===== src/sv/dtb_pkg.sv =====
package dtb_pkg;

  localparam int QUEUE_DEPTH = 2;

  localparam logic [59:0] FRAC_MAX   = 60'd999999999999999999;
  localparam logic [60:0] DEC_ONE    = 61'd1000000000000000000;
  localparam logic [59:0] DEC_HALF   = 60'd500000000000000000;
  localparam logic [63:0] TOP_BIT    = 64'h8000000000000000;
  localparam logic [63:0] ROUND_CAP  = 64'hFFFFFFFFFFFFF800;
  localparam logic [63:0] TEN_MANT   = 64'hA000000000000000;
  localparam logic [63:0] TENTH_MANT = 64'hCCCCCCCCCCCCCCCC;
  localparam logic signed [31:0] EXP_LIMIT = 32'sd646456992;
  localparam logic signed [31:0] EXACT_MAX = 32'sd18;

  typedef enum logic [2:0] {
    CLS_ZERO  = 3'd0,
    CLS_EXACT = 3'd1,
    CLS_OVF   = 3'd2,
    CLS_UNF   = 3'd3,
    CLS_NORM  = 3'd4
  } dtb_cls_t;

  typedef struct packed {
    logic [59:0]        frac;
    logic signed [31:0] dexp;
    dtb_cls_t           cls;
  } dtb_job_t;

  // 10^(18-idx): divisor that turns the scaled fraction into an integer
  function automatic logic [56:0] pow_ten_div(input logic [4:0] idx);
    logic [56:0] r;
    case (idx)
      5'd1:  r = 57'd100000000000000000;
      5'd2:  r = 57'd10000000000000000;
      5'd3:  r = 57'd1000000000000000;
      5'd4:  r = 57'd100000000000000;
      5'd5:  r = 57'd10000000000000;
      5'd6:  r = 57'd1000000000000;
      5'd7:  r = 57'd100000000000;
      5'd8:  r = 57'd10000000000;
      5'd9:  r = 57'd1000000000;
      5'd10: r = 57'd100000000;
      5'd11: r = 57'd10000000;
      5'd12: r = 57'd1000000;
      5'd13: r = 57'd100000;
      5'd14: r = 57'd10000;
      5'd15: r = 57'd1000;
      5'd16: r = 57'd100;
      5'd17: r = 57'd10;
      default: r = 57'd1;
    endcase
    return r;
  endfunction

endpackage


===== src/sv/dtb_front.sv =====
module dtb_front import dtb_pkg::*; #(
  parameter int Depth = QUEUE_DEPTH
) (
  input  logic               clk,
  input  logic               rst,
  input  logic               push,
  output logic               full,
  input  logic [59:0]        dec_fraction,
  input  logic signed [31:0] dec_exponent,
  output logic               job_valid,
  input  logic               job_ready,
  output dtb_job_t           job
);

  localparam int PW = (Depth > 1) ? $clog2(Depth) : 1;
  localparam int CW = $clog2(Depth + 1);

  dtb_job_t          q [Depth];
  dtb_job_t          in_job;
  logic [PW-1:0]     wptr, rptr;
  logic [CW-1:0]     count;
  logic              do_push, do_pop;

  always_comb begin
    in_job.frac = (dec_fraction > FRAC_MAX) ? FRAC_MAX : dec_fraction;
    in_job.dexp = dec_exponent;
    if (in_job.frac == '0) begin
      in_job.cls = CLS_ZERO;
    end else if (dec_exponent >= 32'sd1 && dec_exponent <= EXACT_MAX) begin
      in_job.cls = CLS_EXACT;
    end else if (dec_exponent > EXP_LIMIT) begin
      in_job.cls = CLS_OVF;
    end else if (dec_exponent < -EXP_LIMIT) begin
      in_job.cls = CLS_UNF;
    end else begin
      in_job.cls = CLS_NORM;
    end
  end

  assign full      = (count == CW'(Depth));
  assign job_valid = (count != '0);
  assign job       = q[rptr];
  assign do_push   = push && !full;
  assign do_pop    = job_valid && job_ready;

  always_ff @(posedge clk) begin
    if (do_push) begin
      q[wptr] <= in_job;
    end
  end

  always_ff @(posedge clk) begin
    if (rst) begin
      wptr  <= '0;
      rptr  <= '0;
      count <= '0;
    end else begin
      if (do_push) begin
        wptr <= (wptr == PW'(Depth - 1)) ? '0 : wptr + 1'b1;
      end
      if (do_pop) begin
        rptr <= (rptr == PW'(Depth - 1)) ? '0 : rptr + 1'b1;
      end
      if (do_push && !do_pop) begin
        count <= count + 1'b1;
      end else if (do_pop && !do_push) begin
        count <= count - 1'b1;
      end
    end
  end

endmodule


===== config.mk =====
export PLATFORM = sky130hd
export DESIGN_NAME = dtb_front
export DESIGN_NICKNAME = d
export VERILOG_FILES = /design/src/sv/dtb_pkg.sv /design/src/sv/dtb_front.sv
export SDC_FILE = /design/constraint.sdc
export NUM_CORES = 1
export LEC_CHECK = 0
export BUFFER_PORTS_ARGS = -buffer_cell sky130_fd_sc_hd__buf_2
export CAP_MARGIN = 30
export CORE_ASPECT_RATIO = 1.5
export CORE_UTILIZATION = 42
export DETAILED_ROUTE_END_ITERATION = 12
export PLACE_DENSITY = 0.61
export REMOVE_ABC_BUFFERS = 1
export SLEW_MARGIN = 40
export SYNTH_ARGS = -nofsm -noshare
export SYNTH_HDL_FRONTEND = slang
export SYNTH_SLANG_ARGS = --single-unit

===== constraint.sdc =====
create_clock -name clk -period 13.4 [get_ports clk]
set_input_delay 2.01 -clock clk [delete_from_list [all_inputs] [get_ports clk]]
set_output_delay 2.01 -clock clk [all_outputs]
set_load 0.01 [all_outputs]

Word-level counts from Yosys, hierarchy flattened
Memories as Yosys holds them, arrays and structs flattened. A register that Yosys moved wholly into a read port is not among the register bits.
Index checks and enable logic that the tools add are counted.
- add/subtract/negate cells: 4
- magnitude comparators: 5
- equal/unequal tests: 1
- muxes and demuxes: 13
- reduce and logical (&&, ||, !) cells: 11
- operator list (operator ; count):
    $gt 60x60->1 const B ; 1
    $logic_not 60->1 ; 1
    $mux 60 ; 1
    $ge 32x2->1 const B ; 1
    $gt 32x31->1 const B ; 1
    $le 32x6->1 const B ; 1
    $lt 32x31->1 const B ; 1
    $mux 3 ; 4
    $mux 1 ; 6
    $logic_and 1x1->1 ; 5
    $mux 2 ; 2
    $reduce_bool 2->1 ; 2
    $logic_not 1->1 ; 3
    $add 1x1->1 const B ; 2
    $add 2x1->2 const B ; 1
    $eq 2x2->1 const B ; 1
    $sub 2x1->2 const B ; 1
- flip-flop bits (word level): 4
- bits in writable memories: 190
- bits of input ports: 96
- output and inout bits: 97
- word-level logic and storage cells: 38
- memories: 1
- memory list (memory ; depth ; bits a word ; rd ports ; clocked after memory_dff ; wr ports ; line ; RTL):
    q ; 2 ; 95 ; 1 ; 1 ; 1 ; dtb_front.sv:18 ; dtb_job_t q [Depth];

Logic depth before layout (Yosys ltp)
Gate-level depths: netlist of run 1.
- word-level depth: 7
- mapped depth: 7

Least setup slack after synthesis of run 1
OpenSTA, ideal clock, no wires.
- path kind: input to register
- from: input port push
- to: memory q[0][0] (netlist bit), enable pin
- setup time: 0.549 ns
- arrival time: 6.053 ns
- required time: 12.851 ns
- path slack: 6.798 ns
- stages: 2
- path through: nand2_1 nor2_1
- longest elaborated chain between the ends: 3
- ends and longest elaborated chain (what ; line ; RTL):
    start, declared ; dtb_front.sv:6 ; input logic push,
    $logic_and 1x1->1 ; dtb_front.sv:43 ; assign do_push = push && !full;
    $mux 1 ; dtb_front.sv:47 ; if (do_push) begin
    $mux 1 (implied by the code) ; dtb_front.sv:48 ; q[wptr] <= in_job;
    end, declared ; dtb_front.sv:18 ;
Every way passes these cells.

==> results of run 1 <==
layout make-up:
type	instances	area, um^2	share of cell area (%)
Timing Repair Buffer	198	1020	10.2
Tap cell	256	320	3.20
Inverter	3	11.3	0.113
Sequential cell	195	5810	58.1
Clock inverter	15	179	1.79
Multi-Input combinational cell	271	2230	22.3
Clock buffer	17	425	4.26
Antenna cell	1	2.50	0.0250
worst register-to-register path: stages, from the launching register on:
cell and delay, ps:
dfxtp_1 390, nand2b_1 170, nand2_1 140, nor2_4 100
buf_4 550, buf_4 720
registers in the layout, summed over array words and instances, names as in the netlist, named ones only:
register	cells
q	190
rptr	1
count	2
wptr	1
layer usage:
metal	GRT usage (%)	vias to the layer above	routed length, um
li1	-	2326	-
met1	19.0	2462	6610
met2	32.6	159	9550
met3	5.64	35	1150
met4	8.58	2	480
met5	0	-	10
through the flow:
step | total power [mW] | instances | utilization, %
finish | 1.77 | 956 | 52.4
global route | 1.85 | 956 | 52.4
CTS | 1.79 | 955 | 52.3
detailed placement | 1.27 | 923 | 49.2
global placement | 1.26 | 921 | 49.0
floorplan | 1.10 | 469 | -
cell families (layout without fill, tap and decap cells):
kind of cell	after synthesis	after routing
AND/OR/NAND/NOR	140	140
other	0	1
XOR/XNOR	4	4
AO/OA/AOI/OAI	30	30
flip-flops	195	195
multiplexers	96	96
buffers and inverters	25	233
adder cells (fa/ha/maj)	1	1
power by group through the flow:
stage / Sequential, mW / Clock, mW / Combinational (mW)
5_1_grt: 0.833 / 0.550 / 0.464
4_1_cts: 0.825 / 0.529 / 0.437
6_report: 0.823 / 0.519 / 0.426
3_3_place_gp: 0.832 / 0 / 0.430
3_5_place_dp: 0.838 / 0 / 0.434
2_1_floorplan: 0.848 / 0 / 0.254
path summary, 6_finish.rpt:
path,start,to,slack [ps],depth (start not counted)
setup / recovery,register,job[74],8880,3
hold / removal,rptr,register,510,2
setup reg to reg,count[0],q[0][69],10930,5
hold reg to reg,rptr,register,510,2
cell usage in the layout, fill, tap and decap left out, types with 3 or more instances in the layout:
master      netlist  routed
clkinvlp_4        0       4
and2_1            7       7
inv_6             0       5
buf_2             0     192
nand4_1           9       9
nor4_1            9       9
o211ai_1          3       3
a21oi_1           7       7
nor2_1           19      18
dfxtp_1           5       4
clkinv_2          0       3
mux2_2           96      96
buf_4             1       4
or3_1            34      34
nor3_1            4       4
bufinv_16         0       3
nand3_1           7       7
nand2b_1          8       8
xor2_1            4       4
inv_1             3       3
o21ai_0           5       5
or4_1             9       9
edfxtp_1        190     190
clkbuf_16         0      17
nand2_1           9       9
nor3b_1          12      12
==> impl_metrics.json, run 1 <==
{
  "syn_area_per_cell_um2": 16.6,
  "fmax_mhz": 221,
  "yosysUniqueCellTypes": 47,
  "drv_slew": 0,
  "crit_arrival_ps": 2510,
  "critical_path_class": "register to output port",
  "clkTransAtPathRegs_ps": 60,
  "worstPathBufferInverterCount": 2,
  "fp.dieW_um": 116,
  "power_frac_seq_pct": 46.6,
  "intPower_mw": 1.27,
  "drcViolationCount": 0,
  "cpMaxStageDelayCell": "dfxtp_4",
  "die_height_um": 172,
  "synth_most_common_cell": "edfxtp_1",
  "placed_area_um2": 9380,
  "layout.nets": 783,
  "hpwl_mm": 12.2,
  "fin_worst_skew_ps": 5.30,
  "die_area_um2": 19900,
  "synthCells": 491,
  "grt_pass1_vias": 5049,
  "synth_edf_count": 190,
  "swShare_pct": 27.9,
  "routed-via-count": 4984,
  "place.gp.congestion": 0.784,
  "firstDrtPassIters": 4,
  "cts_buffer_depth": 2,
  "slowest_delay_ps": 730,
  "fin_hold_ws_ps": 507,
  "synth_top_family_by_area": "multiplexers",
  "coreArea_um2": 19100,
  "io-pin-count": 193,
  "ctsResizeCount": 0,
  "synthArstFlopShare_pct": 0,
  "io_buffers": 192,
  "synth.area.top_cells": "edfxtp_1, mux2_2, or3_1",
  "p_per_area_nw_per_um2": 177,
  "synth_xor_area_share_pct": 0.431,
  "cp-start-kind": "register",
  "cellLeakagePower_nw": 3.65,
  "yosysTopAreaCell": "edfxtp_1",
  "rsz0062_at_grt": "false",
  "final_layout_size_suffix_gt1_share_pct": 48.5,
  "tightestPinTransition_ps": 761,
  "hold_viol_final": 0,
  "grt-ovfl-total": 0,
  "yosysTopAreaCellShare_pct": 70.2,
  "synth_compound_area_share_pct": 2.71,
  "grt_pass1_wl_mm": 26.4,
  "fill_cells": 1666,
  "syn-cell-area_um2": 8130,
  "rows": 62,
  "synthAdderAreaFrac_pct": 0.154,
  "synth_commonest_cells": "edfxtp_1, mux2_2, or3_1, nor2_1, clkbuf_1",
  "wl_mm": 17.8,
  "p_clk_share_pct": 29.4,
  "power_switching_mw": 0.493,
  "cts_max_level": 4,
  "seq_area_frac_synth_pct": 71.4,
  "cap_violations": 0,
  "start_util_pct": 42.6,
  "via_per_inst": 5.21,
  "cts-root-buf": "clkbuf_16",
  "fin_crit_ps": 4520,
  "synth_simple_gate_area_share_pct": 10.5,
  "ys_seq_elements": 195,
  "max-slew-margin-rel_pct": 48.9,
  "cts_hold_buf": 0,
  "cp.required_ps": 11390,
  "cts-buffers-inserted": 17,
  "drt_iter0_markers": 202,
  "ys_warn_count": 0,
  "max-vdd-ir-drop_uv": 102,
  "place_ws_ps": 9070,
  "setup_viol": 0,
  "stdcell_area_um2": 10000,
  "path_max_fanout": 53,
  "ant_nets": 0,
  "end_kind": "output port",
  "grt_use_total_pct": 18.1,
  "cts_setup_buffers": 0,
  "grt_max_degree": 54,
  "timing.setup.tns_ps": 0,
  "cts_tree": "yes",
  "wl_per_cell_um": 18.6,
  "cts_sinks": 195,
  "period_share_pct": 33.7,
  "area_growth_pct": 23.0,
  "outcome": "complete, no violations",
  "setup_ws_ps": 8880,
  "cp_top_family": "buffers and inverters",
  "path_cells": "buf_4, mux2_2, buf_2",
  "hp-class": "register to register",
  "worstSkewPairLatency_ps": 430,
  "synthMuxAreaShare_pct": 13.3,
  "power.share.combinational_pct": 24.1,
  "antenna_found_initial": 2,
  "synth-main-ff-cell": "edfxtp_1"
}
Note: power is estimated with default switching activity, not from simulation.
==> run 2: changes to the inputs <==
ABC_AREA = 1   (was default)
clock period = 4.65 ns   (was 13.4 ns; I/O delays follow)
==> impl_metrics.json, run 2 <==
{
  "multi_input_area_um2": 2410,
  "cts_sinks": 195,
  "setup.worst_path.end": "job[92]",
  "tightestPinTransition_ps": 717,
  "grt_pass1_wl_mm": 28.2,
  "dp_cells": 1112,
  "power_mw": 4.92,
  "via_per_inst": 4.88,
  "worstSkewPairLatency_ps": 430,
  "synth_edf_count": 190,
  "reg2reg_to": "q[0][75]",
  "timing.setup.tns_ps": 0,
  "drv_slew": 0,
  "yosysTopAreaCell": "edfxtp_1",
  "wl_mm": 18.3,
  "crit_arrival_ps": 2350,
  "outcome": "complete, no violations",
  "grt_max_degree": 62,
  "cap_violations": 0,
  "cts-root-buf": "clkbuf_16",
  "grt_pass1_vias": 5518,
  "path_max_fanout": 46,
  "firstDrtPassIters": 4,
  "die_area_um2": 21100,
  "largest_register_ffs": 190,
  "r2r-start": "count[1]",
  "placed_area_um2": 9850,
  "cts_max_level": 4,
  "stdcell_area_um2": 10500,
  "hpwl_mm": 13.2,
  "fill_cells": 1793,
  "syn_area_per_cell_um2": 12.8,
  "cpMaxStageDelayCell": "dfxtp_4",
  "swShare_pct": 28.0,
  "clkTransAtPathRegs_ps": 70,
  "hp-class": "primary input to register",
  "ys_seq_elements": 195,
  "yosysTopAreaCellShare_pct": 66.3,
  "antenna_found_initial": 3,
  "fin_crit_ps": 3040,
  "die_height_um": 177,
  "max-slew-margin-rel_pct": 51.7,
  "fin_worst_skew_ps": 8.38,
  "p_per_area_nw_per_um2": 470,
  "synth_commonest_cells": "edfxtp_1, mux2_2, nand2_1, nor2_1, inv_1",
  "setup_ws_ps": 1610,
  "seq_area_frac_synth_pct": 67.4,
  "end_kind": "output port",
  "synthCells": 671,
  "rsz0062_at_grt": "false",
  "grt_use_total_pct": 17.9,
  "layout_common_cells": "buf_2, edfxtp_1, mux2_2",
  "fp.dieW_um": 119,
  "cts_tree": "yes",
  "cellLeakagePower_nw": 4.16,
  "final_layout_size_suffix_gt1_share_pct": 39.0,
  "reg.largest.list": "q: 190 flops, count: 2 flops",
  "setup_viol": 0,
  "drt_iter0_markers": 315,
  "start_util_pct": 43.2,
  "fin_hold_ws_ps": 475,
  "intPower_mw": 3.54,
  "coreArea_um2": 19900,
  "max-vdd-ir-drop_uv": 203,
  "cts_buffer_depth": 2,
  "power_frac_seq_pct": 47.2,
  "postLayoutCoreUtil_pct": 52.4,
  "syn-cell-area_um2": 8610,
  "layout.nets": 968,
  "io_buffers": 192,
  "ant_nets": 0,
  "cts-buffers-inserted": 17,
  "slowest_delay_ps": 750,
  "hold_viol_final": 0,
  "worstPathBufferInverterCount": 2,
  "power_switching_mw": 1.38,
  "fmax_mhz": 328,
  "cts_setup_buffers": 0,
  "place_ws_ps": 1950,
  "area_growth_pct": 21.5,
  "rows": 63,
  "mostFrequentLayoutCell": "buf_2",
  "place.gp.congestion": 0.869,
  "rrSetupSlack_ps": 2500,
  "io-pin-count": 193,
  "path_depth": 3,
  "ys_warn_count": 0,
  "period_share_pct": 65.5,
  "synth.area.top_cells": "edfxtp_1, mux2_2, nand2_1",
  "cp.required_ps": 3950,
  "grt-ovfl-total": 0,
  "cp_top_family": "flip-flops",
  "regMostFlops": "q",
  "power.share.combinational_pct": 22.9,
  "path_cells": "buf_4, mux2_2, buf_2",
  "synth_most_common_cell": "edfxtp_1",
  "wl_per_cell_um": 16.0,
  "ff2ff_path_depth": 4,
  "critical_path_class": "register to output port",
  "drcViolationCount": 0,
  "synthArstFlopShare_pct": 0,
  "regArea_um2": 5810,
  "ctsResizeCount": 0,
  "cts_hold_buf": 0,
  "synth-main-ff-cell": "edfxtp_1",
  "p_clk_share_pct": 30.0,
  "cp-start-kind": "register",
  "yosysUniqueCellTypes": 29,
  "routed-via-count": 5594,
  "instances_no_fill": 1147
}
## run 2: cell types whose count changed after synthesis, moves of 20 or more
cell     before  now
or3_1        34    0
nand2_1       9   89
nand3_1       7   27
inv_1         3   75
or2_1         0   21
nor2_1       19   79
## run 2: area by class of cell
class | count | area share (%)
multi-input combinational | 380 | 23.1
timing repair buffer | 199 | 9.73
antenna | 3 | 0.0718
clock buffer | 19 | 4.14
tap | 260 | 3.11
clock inverter | 13 | 1.53
inverter | 78 | 2.80
sequential | 195 | 55.6
## run 2: power groups by stage
stage	combinational, mW	sequential, mW	clock [mW]
global route	1.23	2.35	1.56
CTS	1.15	2.33	1.50
finish	1.12	2.32	1.47
detailed placement	1.15	2.36	0
floorplan	0.668	2.40	0
global placement	1.14	2.36	0
## run 2: how the worst min path moves through the flow
stage,start,endpoint,depth (start not counted)
finish,rst,register,2
global route,dec_exponent[18],q[1][21],1
CTS,dec_exponent[18],q[1][21],1
detailed placement,rptr,register,2
global placement,rptr,register,2
floorplan,rptr,register,2
## run 2: cells by family after synthesis
logic type,after synthesis,share of synthesized area (%)
fa+ha+maj,1,0.145
compound gates,23,1.47
buf+inv,96,4.72
mux,95,12.4
simple gates,261,13.8
flops,195,67.4
## run 2: metal layers
metal	wire length, um	track usage, %	vias to the layer above
met5	0	0	-
met4	361	7.70	0
met3	1090	4.43	26
met2	9980	33.3	174
met1	6900	19.0	2651
li1	-	-	2743
==> run 3: changes to the inputs <==
clock period = 3.05 ns   (was 4.65 ns; I/O delays follow)
==> impl_metrics.json, run 3 (same netlist as run 2, synthesis figures left out) <==
{
  "outcome": "complete, no violations",
  "cp_top_family": "buffers and inverters",
  "regMostFlops": "q",
  "dp_cells": 1111,
  "firstDrtPassIters": 4,
  "cellLeakagePower_nw": 4.18,
  "layout_common_cells": "buf_2, edfxtp_1, mux2_2",
  "cts_hold_buf": 0,
  "cts_sinks": 195,
  "antennaDiodeCount": 0,
  "reg.largest.list": "q: 190 flops, count: 2 flops",
  "fmax_mhz": 465,
  "placed_area_um2": 9890,
  "hold_viol_final": 0,
  "io-pin-count": 193,
  "cpMaxStageDelayCell": "mux2_2",
  "rows": 63,
  "max-vdd-ir-drop_uv": 406,
  "fin_worst_skew_ps": 6.59,
  "power_switching_mw": 2.15,
  "power_mw": 7.52,
  "hp-class": "primary input to register",
  "path_cells": "buf_12, mux2_2, buf_2",
  "via_per_inst": 4.86,
  "mostFrequentLayoutCell": "buf_2",
  "instances_no_fill": 1143,
  "rsz0062_at_grt": "false",
  "fin_hold_ws_ps": 241,
  "max-slew-margin-rel_pct": 53.9,
  "antenna_found_initial": 0,
  "worstSkewPairLatency_ps": 420,
  "clkTransAtPathRegs_ps": 70,
  "layout.nets": 967,
  "slowest_delay_ps": 400,
  "ctsResizeCount": 0,
  "end_kind": "output port",
  "critical_path_class": "register to output port",
  "wl_mm": 18.2,
  "fin_crit_ps": 2150,
  "die_height_um": 177,
  "final_layout_size_suffix_gt1_share_pct": 39.1,
  "start_util_pct": 43.2,
  "wl_per_cell_um": 15.9,
  "cts_buffer_depth": 2,
  "power.share.combinational_pct": 24.0,
  "tightestPinTransition_ps": 685,
  "grt_use_total_pct": 17.9,
  "routed-via-count": 5557,
  "grt_pass1_vias": 5759,
  "grt_max_degree": 96,
  "p_per_area_nw_per_um2": 716,
  "cts_tree": "yes",
  "io_buffers": 192,
  "largest_register_ffs": 190,
  "cap_violations": 0,
  "area_growth_pct": 22.0,
  "die_area_um2": 21100,
  "cp.required_ps": 2590,
  "cts_setup_buffers": 0,
  "place.gp.congestion": 0.850,
  "cts_max_level": 4,
  "drcViolationCount": 0,
  "period_share_pct": 70.5,
  "crit_arrival_ps": 1690,
  "ant_nets": 0,
  "fp.dieW_um": 119,
  "path_max_fanout": 60,
  "stdcell_area_um2": 10500,
  "cts-root-buf": "clkbuf_16",
  "grt_pass1_wl_mm": 28.4,
  "intPower_mw": 5.37,
  "grt-ovfl-total": 0,
  "setup_viol": 0,
  "drv_slew": 0,
  "cts-buffers-inserted": 17,
  "p_clk_share_pct": 29.8,
  "power_frac_seq_pct": 46.2,
  "hpwl_mm": 12.7,
  "worstPathBufferInverterCount": 2,
  "coreArea_um2": 19900,
  "drt_iter0_markers": 203,
  "swShare_pct": 28.6,
  "cp-start-kind": "register"
}
## run 3: cell types whose count changed in the layout (fill, tap and decap cells not counted), moves of 2 or more
cell / change
clkinvlp_4: -2
inv_6: -2
buf_12: +4
buf_4: -4
clkbuf_1: -2
diode_2: -3
clkinv_8: +4
## run 3: worst reg2reg max path, cell delays in order (launching register included)
cell and delay, ps:
dfxtp_1 310, inv_1 70, o21ai_0 550, inv_1 130, ha_1 350, a21oi_1 120
o21ai_0 120, a21oi_1 140, o21a_1 120
## run 3: final cells by class
type / instances / area, um^2
clock inverter: 15 / 186
inverter: 78 / 293
timing repair buffer: 198 / 1060
fill: 1731 / 9440
sequential: 195 / 5810
clock buffer: 17 / 425
tap: 260 / 325
multi-input combinational: 380 / 2410
## run 3: power groups by stage
stage	logic (mW)	registers [mW]	clock network (mW)
3_5_place_dp	1.84	3.54	0
2_1_floorplan	1.02	3.66	0
5_1_grt	1.98	3.50	2.40
4_1_cts	1.85	3.48	2.30
3_3_place_gp	1.85	3.52	0
6_report	1.80	3.47	2.24
## run 3: per-layer routing
metal | global-route usage (%) | up-vias | routed length [um]
met3 | 5.37 | 35 | 1090
met1 | 17.9 | 2612 | 6740
met4 | 8.28 | 0 | 550
met5 | 0 | - | 0
met2 | 33.7 | 169 | 9810
li1 | - | 2741 | -
## run 3: stage by stage
step	setup WS (ps)	setup TNS [ps]	util (%)
floorplan	-2080	-417090	-
global placement	677	0	49.6
detailed placement	657	0	49.6
CTS	866	0	52.7
global route	820	0	52.7
finish	899	0	52.7
## run 3: path summary, 6_finish.rpt
kind | from | end | slack (ps) | cells past startpoint
max | register | job[36] | 900 | 3
min | dec_exponent[4] | q[0][7] | 240 | 1
max reg2reg | count[1] | count[1] | 1090 | 8
min reg2reg | rptr | register | 480 | 2
